`config.mk`:
```
export PLATFORM = sky130hd
export DESIGN_NAME = sorted_unique_list_table_flat
export DESIGN_NICKNAME = d
export VERILOG_FILES = /design/src/rtl/sult_pkg.sv /design/src/rtl/sult_req_if.sv /design/src/rtl/sult_rsp_if.sv /design/src/rtl/sult_ctrl.sv /design/src/rtl/sult_dp.sv /design/src/rtl/sorted_unique_list_table.sv /design/src/flat_wrapper.sv
export SDC_FILE = /design/constraint.sdc
export NUM_CORES = 2
export LEC_CHECK = 0
export BUFFER_PORTS_ARGS = -buffer_cell sky130_fd_sc_hd__buf_4
export CAP_MARGIN = 20
export CELL_PAD_IN_SITES_DETAIL_PLACEMENT = 0
export CELL_PAD_IN_SITES_GLOBAL_PLACEMENT = 1
export CORE_MARGIN = 8
export CORE_UTILIZATION = 47
export DETAILED_ROUTE_END_ITERATION = 7
export HOLD_SLACK_MARGIN = 0.03
export PLACE_DENSITY = 0.81
export SYNTH_ARGS = -nofsm -noshare
export SYNTH_HDL_FRONTEND = slang
export SYNTH_SLANG_ARGS = --single-unit
```
`constraint.sdc`:
```
create_clock -name i_clk -period 8.43 [get_ports i_clk]
set_clock_uncertainty 0.2 [all_clocks]
set_input_delay 0.4215 -clock i_clk [delete_from_list [all_inputs] [get_ports i_clk]]
set_output_delay 0.4215 -clock i_clk [all_outputs]
set_load 0.05 [all_outputs]
```
`src/rtl/sult_pkg.sv`:
```
// sult_pkg: shared constants, codes and control types of the sorted list table
// depends on: nothing
package sult_pkg;

    // table geometry
    localparam int DEPTH = 16;
    localparam int CNT_W = $clog2(DEPTH + 1);

    // word field widths
    localparam int REQ_W   = 2;
    localparam int VALUE_W = 32;
    localparam int STS_W   = 3;
    localparam int POS_W   = 4;
    localparam int COUNT_W = 5;

    // request codes
    localparam logic [REQ_W-1:0] REQ_INSERT = 2'd0;
    localparam logic [REQ_W-1:0] REQ_REMOVE = 2'd1;
    localparam logic [REQ_W-1:0] REQ_SEARCH = 2'd2;

    // result status codes
    localparam logic [STS_W-1:0] STS_DONE     = 3'd0;
    localparam logic [STS_W-1:0] STS_FULL     = 3'd1;
    localparam logic [STS_W-1:0] STS_DUP      = 3'd2;
    localparam logic [STS_W-1:0] STS_NOTFOUND = 3'd3;
    localparam logic [STS_W-1:0] STS_EMPTY    = 3'd4;

    // controller states
    typedef enum logic {
        S_IDLE,
        S_EXEC
    } t_state;

    // controller to datapath commands
    typedef struct packed {
        logic load;
        logic exec;
    } t_dp_cmd;

    // datapath to controller status
    typedef struct packed {
        logic rsp_hold;
    } t_dp_sts;

endpackage

```
`src/rtl/sult_req_if.sv`:
```
// sult_req_if: request channel, valid/ready with request code and value
// depends on: sult_pkg
interface sult_req_if;
    import sult_pkg::*;

    logic                      valid;
    logic                      ready;
    logic [REQ_W-1:0]          req_type;
    logic signed [VALUE_W-1:0] value;

    modport source (output valid, output req_type, output value, input ready);
    modport sink   (input valid, input req_type, input value, output ready);
endinterface

```
`src/rtl/sult_rsp_if.sv`:
```
// sult_rsp_if: response channel, valid/ready with status, position and count
// depends on: sult_pkg
interface sult_rsp_if;
    import sult_pkg::*;

    logic               valid;
    logic               ready;
    logic [STS_W-1:0]   status;
    logic [POS_W-1:0]   position;
    logic [COUNT_W-1:0] count;

    modport source (output valid, output status, output position, output count,
                    input ready);
    modport sink   (input valid, input status, input position, input count,
                    output ready);
endinterface

```
`src/rtl/sult_ctrl.sv`:
```
// sult_ctrl: two-state controller, captures a request word and fires the update
// depends on: sult_pkg
module sult_ctrl (
    input  logic              i_clk,
    input  logic              i_rst_n,
    input  logic              i_req_valid,
    input  sult_pkg::t_dp_sts i_sts,
    output sult_pkg::t_dp_cmd o_cmd,
    output logic              o_req_ready
);
    import sult_pkg::*;

    t_state r_state;
    t_state n_state;

    // state register
    always_ff @(posedge i_clk) begin
        if (!i_rst_n) begin
            r_state <= S_IDLE;
        end else begin
            r_state <= n_state;
        end
    end

    // next state
    always_comb begin
        n_state = r_state;
        unique case (r_state)
            S_IDLE: begin
                if (i_req_valid) begin
                    n_state = S_EXEC;
                end
            end
            S_EXEC: begin
                if (!i_sts.rsp_hold) begin
                    n_state = S_IDLE;
                end
            end
            default: n_state = S_IDLE;
        endcase
    end

    // outputs
    always_comb begin
        o_cmd       = '0;
        o_req_ready = 1'b0;
        unique case (r_state)
            S_IDLE: begin
                o_req_ready = 1'b1;
                o_cmd.load  = i_req_valid;
            end
            S_EXEC: begin
                o_cmd.exec = !i_sts.rsp_hold;
            end
            default: begin
                o_req_ready = 1'b0;
            end
        endcase
    end

endmodule

```
`src/rtl/sult_dp.sv`:
```
// sult_dp: entry cells, parallel compare, shift update and response register
// depends on: sult_pkg, sult_rsp_if
module sult_dp (
    input  logic                                i_clk,
    input  logic                                i_rst_n,
    input  sult_pkg::t_dp_cmd                   i_cmd,
    input  logic [sult_pkg::REQ_W-1:0]          i_req_type,
    input  logic signed [sult_pkg::VALUE_W-1:0] i_value,
    output sult_pkg::t_dp_sts                   o_sts,
    sult_rsp_if.source                          o_rsp
);
    import sult_pkg::*;

    logic [REQ_W-1:0]          r_req_type;
    logic signed [VALUE_W-1:0] r_value;
    logic signed [VALUE_W-1:0] r_entries [DEPTH];
    logic signed [VALUE_W-1:0] n_entries [DEPTH];
    logic [CNT_W-1:0]          r_fill;
    logic [CNT_W-1:0]          n_fill;
    logic                      r_rsp_valid;
    logic [STS_W-1:0]          r_status;
    logic [STS_W-1:0]          n_status;
    logic [POS_W-1:0]          r_position;
    logic [POS_W-1:0]          n_position;

    logic [DEPTH:0]   w_lt;
    logic [DEPTH:0]   w_edge;
    logic [DEPTH-1:0] w_eq;
    logic [CNT_W-1:0] w_idx;
    logic             w_hit;
    logic             w_full;
    logic             w_do_ins;
    logic             w_do_rem;

    // request capture
    always_ff @(posedge i_clk) begin
        if (i_cmd.load) begin
            r_req_type <= i_req_type;
            r_value    <= i_value;
        end
    end

    // per-cell compare against the request value, masked by fill
    always_comb begin
        for (int i = 0; i < DEPTH; i++) begin
            w_lt[i] = (CNT_W'(i) < r_fill) && (r_entries[i] < r_value);
            w_eq[i] = (CNT_W'(i) < r_fill) && (r_entries[i] == r_value);
        end
        w_lt[DEPTH] = 1'b0;
    end

    // less-than vector is a thermometer: its edge marks the sorted place
    always_comb begin
        w_edge[0] = !w_lt[0];
        for (int i = 1; i <= DEPTH; i++) begin
            w_edge[i] = w_lt[i-1] && !w_lt[i];
        end
        w_idx = '0;
        for (int i = 0; i <= DEPTH; i++) begin
            if (w_edge[i]) begin
                w_idx = w_idx | CNT_W'(i);
            end
        end
        w_hit  = |(w_eq & w_edge[DEPTH-1:0]);
        w_full = (r_fill == CNT_W'(DEPTH));
    end

    // request decode
    always_comb begin
        n_status   = STS_DONE;
        n_position = '0;
        w_do_ins   = 1'b0;
        w_do_rem   = 1'b0;
        case (r_req_type)
            REQ_INSERT: begin
                if (w_full) begin
                    n_status = STS_FULL;
                end else if (w_hit) begin
                    n_status = STS_DUP;
                end else begin
                    w_do_ins   = 1'b1;
                    n_position = POS_W'(w_idx);
                end
            end
            REQ_REMOVE: begin
                if (w_hit) begin
                    w_do_rem   = 1'b1;
                    n_position = POS_W'(w_idx);
                end else begin
                    n_status = STS_NOTFOUND;
                end
            end
            REQ_SEARCH: begin
                if (r_fill == '0) begin
                    n_status = STS_EMPTY;
                end else if (w_hit) begin
                    n_position = POS_W'(w_idx);
                end else begin
                    n_status = STS_NOTFOUND;
                end
            end
            default: begin
                n_status = STS_DONE;
            end
        endcase
    end

    // one-step shift: up from the sorted place on insert, down on remove
    always_comb begin
        n_fill = r_fill;
        if (w_do_ins) begin
            n_fill = r_fill + CNT_W'(1);
        end else if (w_do_rem) begin
            n_fill = r_fill - CNT_W'(1);
        end
        for (int i = 0; i < DEPTH; i++) begin
            n_entries[i] = r_entries[i];
            if (w_do_ins) begin
                if (CNT_W'(i) == w_idx) begin
                    n_entries[i] = r_value;
                end else if ((i > 0) && (CNT_W'(i) > w_idx)) begin
                    n_entries[i] = r_entries[(i > 0) ? i - 1 : 0];
                end
            end else if (w_do_rem) begin
                if ((i < DEPTH - 1) && (CNT_W'(i) >= w_idx)) begin
                    n_entries[i] = r_entries[(i < DEPTH - 1) ? i + 1 : i];
                end
            end
        end
    end

    // entry cells
    always_ff @(posedge i_clk) begin
        if (i_cmd.exec) begin
            for (int i = 0; i < DEPTH; i++) begin
                r_entries[i] <= n_entries[i];
            end
        end
    end

    // fill count
    always_ff @(posedge i_clk) begin
        if (!i_rst_n) begin
            r_fill <= '0;
        end else if (i_cmd.exec) begin
            r_fill <= n_fill;
        end
    end

    // response register, holds until taken
    always_ff @(posedge i_clk) begin
        if (!i_rst_n) begin
            r_rsp_valid <= 1'b0;
        end else if (i_cmd.exec) begin
            r_rsp_valid <= 1'b1;
        end else if (o_rsp.ready) begin
            r_rsp_valid <= 1'b0;
        end
    end

    always_ff @(posedge i_clk) begin
        if (i_cmd.exec) begin
            r_status   <= n_status;
            r_position <= n_position;
        end
    end

    assign o_rsp.valid    = r_rsp_valid;
    assign o_rsp.status   = r_status;
    assign o_rsp.position = r_position;
    assign o_rsp.count    = COUNT_W'(r_fill);

    assign o_sts.rsp_hold = r_rsp_valid && !o_rsp.ready;

endmodule

```
`src/rtl/sorted_unique_list_table.sv`:
```
// sorted_unique_list_table: top level, controller plus datapath on two channels
// depends on: sult_pkg, sult_req_if, sult_rsp_if, sult_ctrl, sult_dp
//
//   channel  dir  handshake     word
//   i_req    in   valid/ready   req_type[1:0], value[31:0] signed
//   o_rsp    out  valid/ready   status[2:0], position[3:0], count[4:0]
//
// a request is captured, then handled by a single compare-and-shift over all cells
// the compare covers every cell in parallel and the shift moves entries by one step
// the exec cycle waits while a previous response sits untaken in the output register
// a new request is taken while the last response still waits
// reset (synchronous, active low) clears the fill count and handshake state only
module sorted_unique_list_table (
    input  logic       i_clk,
    input  logic       i_rst_n,
    sult_req_if.sink   i_req,
    sult_rsp_if.source o_rsp
);
    import sult_pkg::*;

    t_dp_cmd w_cmd;
    t_dp_sts w_sts;
    logic    w_req_ready;

    // controller
    sult_ctrl u_ctrl (
        .i_clk       (i_clk),
        .i_rst_n     (i_rst_n),
        .i_req_valid (i_req.valid),
        .i_sts       (w_sts),
        .o_cmd       (w_cmd),
        .o_req_ready (w_req_ready)
    );

    assign i_req.ready = w_req_ready;

    // datapath
    sult_dp u_dp (
        .i_clk      (i_clk),
        .i_rst_n    (i_rst_n),
        .i_cmd      (w_cmd),
        .i_req_type (i_req.req_type),
        .i_value    (i_req.value),
        .o_sts      (w_sts),
        .o_rsp      (o_rsp)
    );

`ifndef SYNTHESIS
    // count never passes the table depth
    a_count_bound: assert property (@(posedge i_clk) disable iff (!i_rst_n)
        o_rsp.valid |-> (CNT_W'(o_rsp.count) <= CNT_W'(DEPTH)))
        else $error("count above depth");

    // a full refusal only happens with a full table
    a_full_count: assert property (@(posedge i_clk) disable iff (!i_rst_n)
        (o_rsp.valid && (o_rsp.status == STS_FULL)) |-> (o_rsp.count == COUNT_W'(DEPTH)))
        else $error("full status with room left");

    // position is zero on every non-done status
    a_pos_zero: assert property (@(posedge i_clk) disable iff (!i_rst_n)
        (o_rsp.valid && (o_rsp.status != STS_DONE)) |-> (o_rsp.position == '0))
        else $error("position set on failed request");

    // controller is busy the cycle after taking a request
    a_busy_after_take: assert property (@(posedge i_clk) disable iff (!i_rst_n)
        (i_req.valid && i_req.ready) |=> !i_req.ready)
        else $error("request taken while busy");
`endif

endmodule

```
`src/flat_wrapper.sv`:
```
// flat-port wrapper written by rule: the top's interface ports become plain ports
module sorted_unique_list_table_flat import sult_pkg::*;
  (i_clk, i_rst_n, i_req_valid, i_req_req_type, i_req_value, i_req_ready, o_rsp_valid, o_rsp_status, o_rsp_position, o_rsp_count, o_rsp_ready);
  sult_req_if i_req_i ();
  sult_rsp_if o_rsp_i ();
  input  logic i_clk;
  input  logic i_rst_n;
  input wire logic [$bits(i_req_i.valid)-1:0] i_req_valid;
  input wire logic [$bits(i_req_i.req_type)-1:0] i_req_req_type;
  input wire logic [$bits(i_req_i.value)-1:0] i_req_value;
  output wire logic [$bits(i_req_i.ready)-1:0] i_req_ready;
  output wire logic [$bits(o_rsp_i.valid)-1:0] o_rsp_valid;
  output wire logic [$bits(o_rsp_i.status)-1:0] o_rsp_status;
  output wire logic [$bits(o_rsp_i.position)-1:0] o_rsp_position;
  output wire logic [$bits(o_rsp_i.count)-1:0] o_rsp_count;
  input wire logic [$bits(o_rsp_i.ready)-1:0] o_rsp_ready;
  assign i_req_i.valid = i_req_valid;
  assign i_req_i.req_type = i_req_req_type;
  assign i_req_i.value = i_req_value;
  assign i_req_ready = i_req_i.ready;
  assign o_rsp_valid = o_rsp_i.valid;
  assign o_rsp_status = o_rsp_i.status;
  assign o_rsp_position = o_rsp_i.position;
  assign o_rsp_count = o_rsp_i.count;
  assign o_rsp_i.ready = o_rsp_ready;
  sorted_unique_list_table u_core (.i_clk(i_clk), .i_rst_n(i_rst_n), .i_req(i_req_i), .o_rsp(o_rsp_i));
endmodule
```
==> metrics <==
Mapped Cells=4064; Final Slew Violations=0; Yosys reg bits=560; Leak Pwr=approximately 16 nW; R2R setup slack=1.13 ns; largest family of logic cells by synthesized area=compound AO/OA/AOI/OAI gates; synthesized net count=between 4000 and 5000; post-synthesis mux area share=0.01187; Util after Layout=0.5231; unrepaired setup endpoints after global routing=no; clock slew at reported path FFs=0.06 ns; Post-synth EDFFs=553; CP required=8.66 ns; hold depth=2; asr flop ratio synth=0; vias per std cell=~7; Period minus WS final=7.299 ns; ys flop type=edfxtp_1; top cell type by total area after synthesis=edfxtp_1; Area Overhead vs Synth=10.46%; PwrDens=179.9 nW/um^2; Crit path largest cell delay=between 0.8 and 0.9 ns; Slew Limit Headroom=0.2667; reg2reg path depth=14; later-pin clock latency in the skew report=0.63 ns; Root Buffer=clkbuf_16; core box area=85010 um^2; number of antenna violations at the first check in global routing=2; depth of the CTS H-tree=3; critical path type=reg -> reg; Clock Tree Buf Depth=3; first-pass GRT wire length=226900 um; Worst EP arrival=~7.5 ns; area of the multi-input gates=22210 um^2; CP endpoint kind=flip-flop; register area share after synthesis=0.4160; worst slew pin tran=1.090 ns; Detailed Routing Iterations Pass 1=8; Yosys warning total=0; initial core utilization=0.4735; CP bufs+invs=3; failing checks=design-rule violations; Cell variety after synth=74; setup TNS=0 ns; clk sinks=560; Chip Height=308.7 um; n_diodes=0; Critical Path End=u_core.u_dp.r_entries[0][205]; Final setup viols=0; post-synthesis compound-gate area fraction=0.2368; top cell type's share of synthesized area=0.4125; Num CTS Buffers=67; startpoint types=flip-flop; CTS tree=yes; slowest CP cell=nor4_1; WL final=153300 um; I/O pins=52; DP HPWL=between 100000 and 150000 um; Post-DRT Antenna Nets=0; Post-route DRC=1; vias in the first global route=35130; Peak VDD IR=142.2 uV; Fin. Hold Viols=0; gp weighted congestion=0.9982; Via Count=36410; port bufs=between 50 and 60; CP delay by family, top=compound AO/OA/AOI/OAI gates; Nets=4565; Setup Buffers After CTS=0; Final Cycle Share=0.8659; wire length per cell=29.45 um; layout cells sized above 1=0.08147; Syn Std Cell Area=roughly 40000 um^2; row count=107; total gr overflow=0; max frequency=0.1370 GHz; CTS resizes=0; WP depth=14; CP max FO=109; # fillers=7729; Post-Synth XOR/XNOR Area=0.001088; GRT Overall Usage=0.3113; syn avg cell area=9.906 um^2; drt initial violations=4383; FF-to-FF End=u_core.u_dp.r_entries[0][205]; FF-to-FF Start=u_core.u_dp.r_value[29]; outcome=finished with violations; most frequent cells in the layout=o211ai_1, nand2_1, edfxtp_1; Max Cap Viol=0; register area=16750 um^2; die area=95270 um^2; synth top area cells=edfxtp_1, ha_1, o211ai_1, nand2_1, clkbuf_1; hold crit path type=in -> reg; largest net degree at the start of global routing=110; CP Launch Point=u_core.u_dp.r_value[29]; worst-path cell chain=inv_1 > ha_1 > nand4_1 > nor4_1 > o31ai_1 > a31oi_1 > o31ai_1 > a21oi_1 > nand4_1 > nor2_4 > buf_12 > buf_12 > o211ai_1 > o211ai_1; Horiz. Die Dim=308.7 um; Synth Area in Adders=0.1601; Synth Area in Simple Gates=0.1363; commonest non-fill, non-tap cell in the layout=o211ai_1
-- worst min-delay path by stage --
stage                                  from                 endpoint
floorplan             u_core.u_ctrl.r_state    u_core.u_ctrl.r_state
global placement    u_core.u_dp.o_rsp.valid  u_core.u_dp.o_rsp.valid
detailed placement  u_core.u_dp.o_rsp.valid  u_core.u_dp.o_rsp.valid
CTS                         i_req_value[21]  u_core.u_dp.r_value[21]
global route                i_req_value[21]  u_core.u_dp.r_value[21]
finish                       i_req_value[9]   u_core.u_dp.r_value[9]
-- sequential cells by signal, summed over array words and instances, names as in the netlist --
| name | count |
|---|---|
| u_core.u_ctrl.r_state | 1 |
| u_core.u_dp.o_rsp.count | 5 |
| u_core.u_dp.o_rsp.position | 4 |
| u_core.u_dp.o_rsp.status | 3 |
| u_core.u_dp.o_rsp.valid | 1 |
| u_core.u_dp.r_entries | 512 |
| u_core.u_dp.r_req_type | 2 |
| u_core.u_dp.r_value | 32 |
-- routing by layer --
layer / up-vias / global-route usage / routed length, um / share of wire
met5: - / 0 / 26 / 0.00017
met4: 4 / 0.1409 / 7614 / 0.050
met3: 455 / 0.06488 / 14330 / 0.093
met2: 2108 / 0.5012 / 70660 / 0.46
met1: 17840 / 0.4026 / 60720 / 0.40
li1: 16000 / - / - / -
-- through the flow --
stage | instance area [um^2] | total power [W] | std cells | hold slack [ns] | setup slack (ns)
2_1_floorplan | 40260 | 0.004425 | 4064 | 0.3101 | 0.2005
3_3_place_gp | 41940 | 0.005074 | 5042 | 0.2964 | 1.082
3_5_place_dp | 41950 | 0.005100 | 5044 | 0.3066 | 1.404
4_1_cts | 44410 | 0.007942 | 5202 | 0.2801 | 1.415
5_1_grt | 44470 | 0.008233 | 5207 | 0.3062 | 0.8429
6_report | 44470 | 0.008002 | 5207 | 0.3055 | 1.131
-- cell usage after synthesis (all sizes together) (43+ instances only) --
master	count
o211ai	767
nand2	658
edfxtp	553
ha	515
clkbuf	285
a21oi	206
nand4	121
o21ai	111
nor2	102
nand3	94
inv	75
nor3	62
a21o	52
a31oi	43
-- logic make-up (layout without fill, tap and decap cells) --
family          Yosys count  in the layout
simple gates           1192           1192
mux                      43             43
flops                   560            560
fa+ha+maj               515            515
compound gates         1354           1354
buf+inv                 395            394
xor+xnor                  5              5
-- what timing repair did --
action / 4_1_cts / 5_1_grt
endpoints found under the setup margin: 0 / 0
hold buffers: 38 / 0
hold endpoints to repair: 39 / 0
-- worst reg2reg max path: stages, from the launching register on --
cell and delay [ns]:
edfxtp_1 0.48, inv_1 0.74, ha_1 0.30, nand4_1 0.26, nor4_1 0.83, o31ai_1 0.36, a31oi_1 0.67, o31ai_1 0.17
a21oi_1 0.71, nand4_1 0.31, nor2_4 0.62, buf_12 0.46, buf_12 0.62, o211ai_1 0.24, o211ai_1 0.13
-- where the power goes --
group	total, W	switching [W]	leakage [nW]	internal, W
combinational	0.00185	0.00136	10.2	0.000484
sequential	0.00329	0.0000985	5.10	0.00319
clock	0.00287	0.00126	1.02	0.00161
total	0.00800	0.00272	16.3	0.00528
-- cell type report --
cell class	count	share of cell area
clock inverter	36	0.006162
timing repair buffer	199	0.03871
sequential	560	0.3766
clock buffer	84	0.04054
tap	1144	0.03219
inverter	75	0.006331
multi-input combinational	3109	0.4995
(Power assumes the default switching activity.)
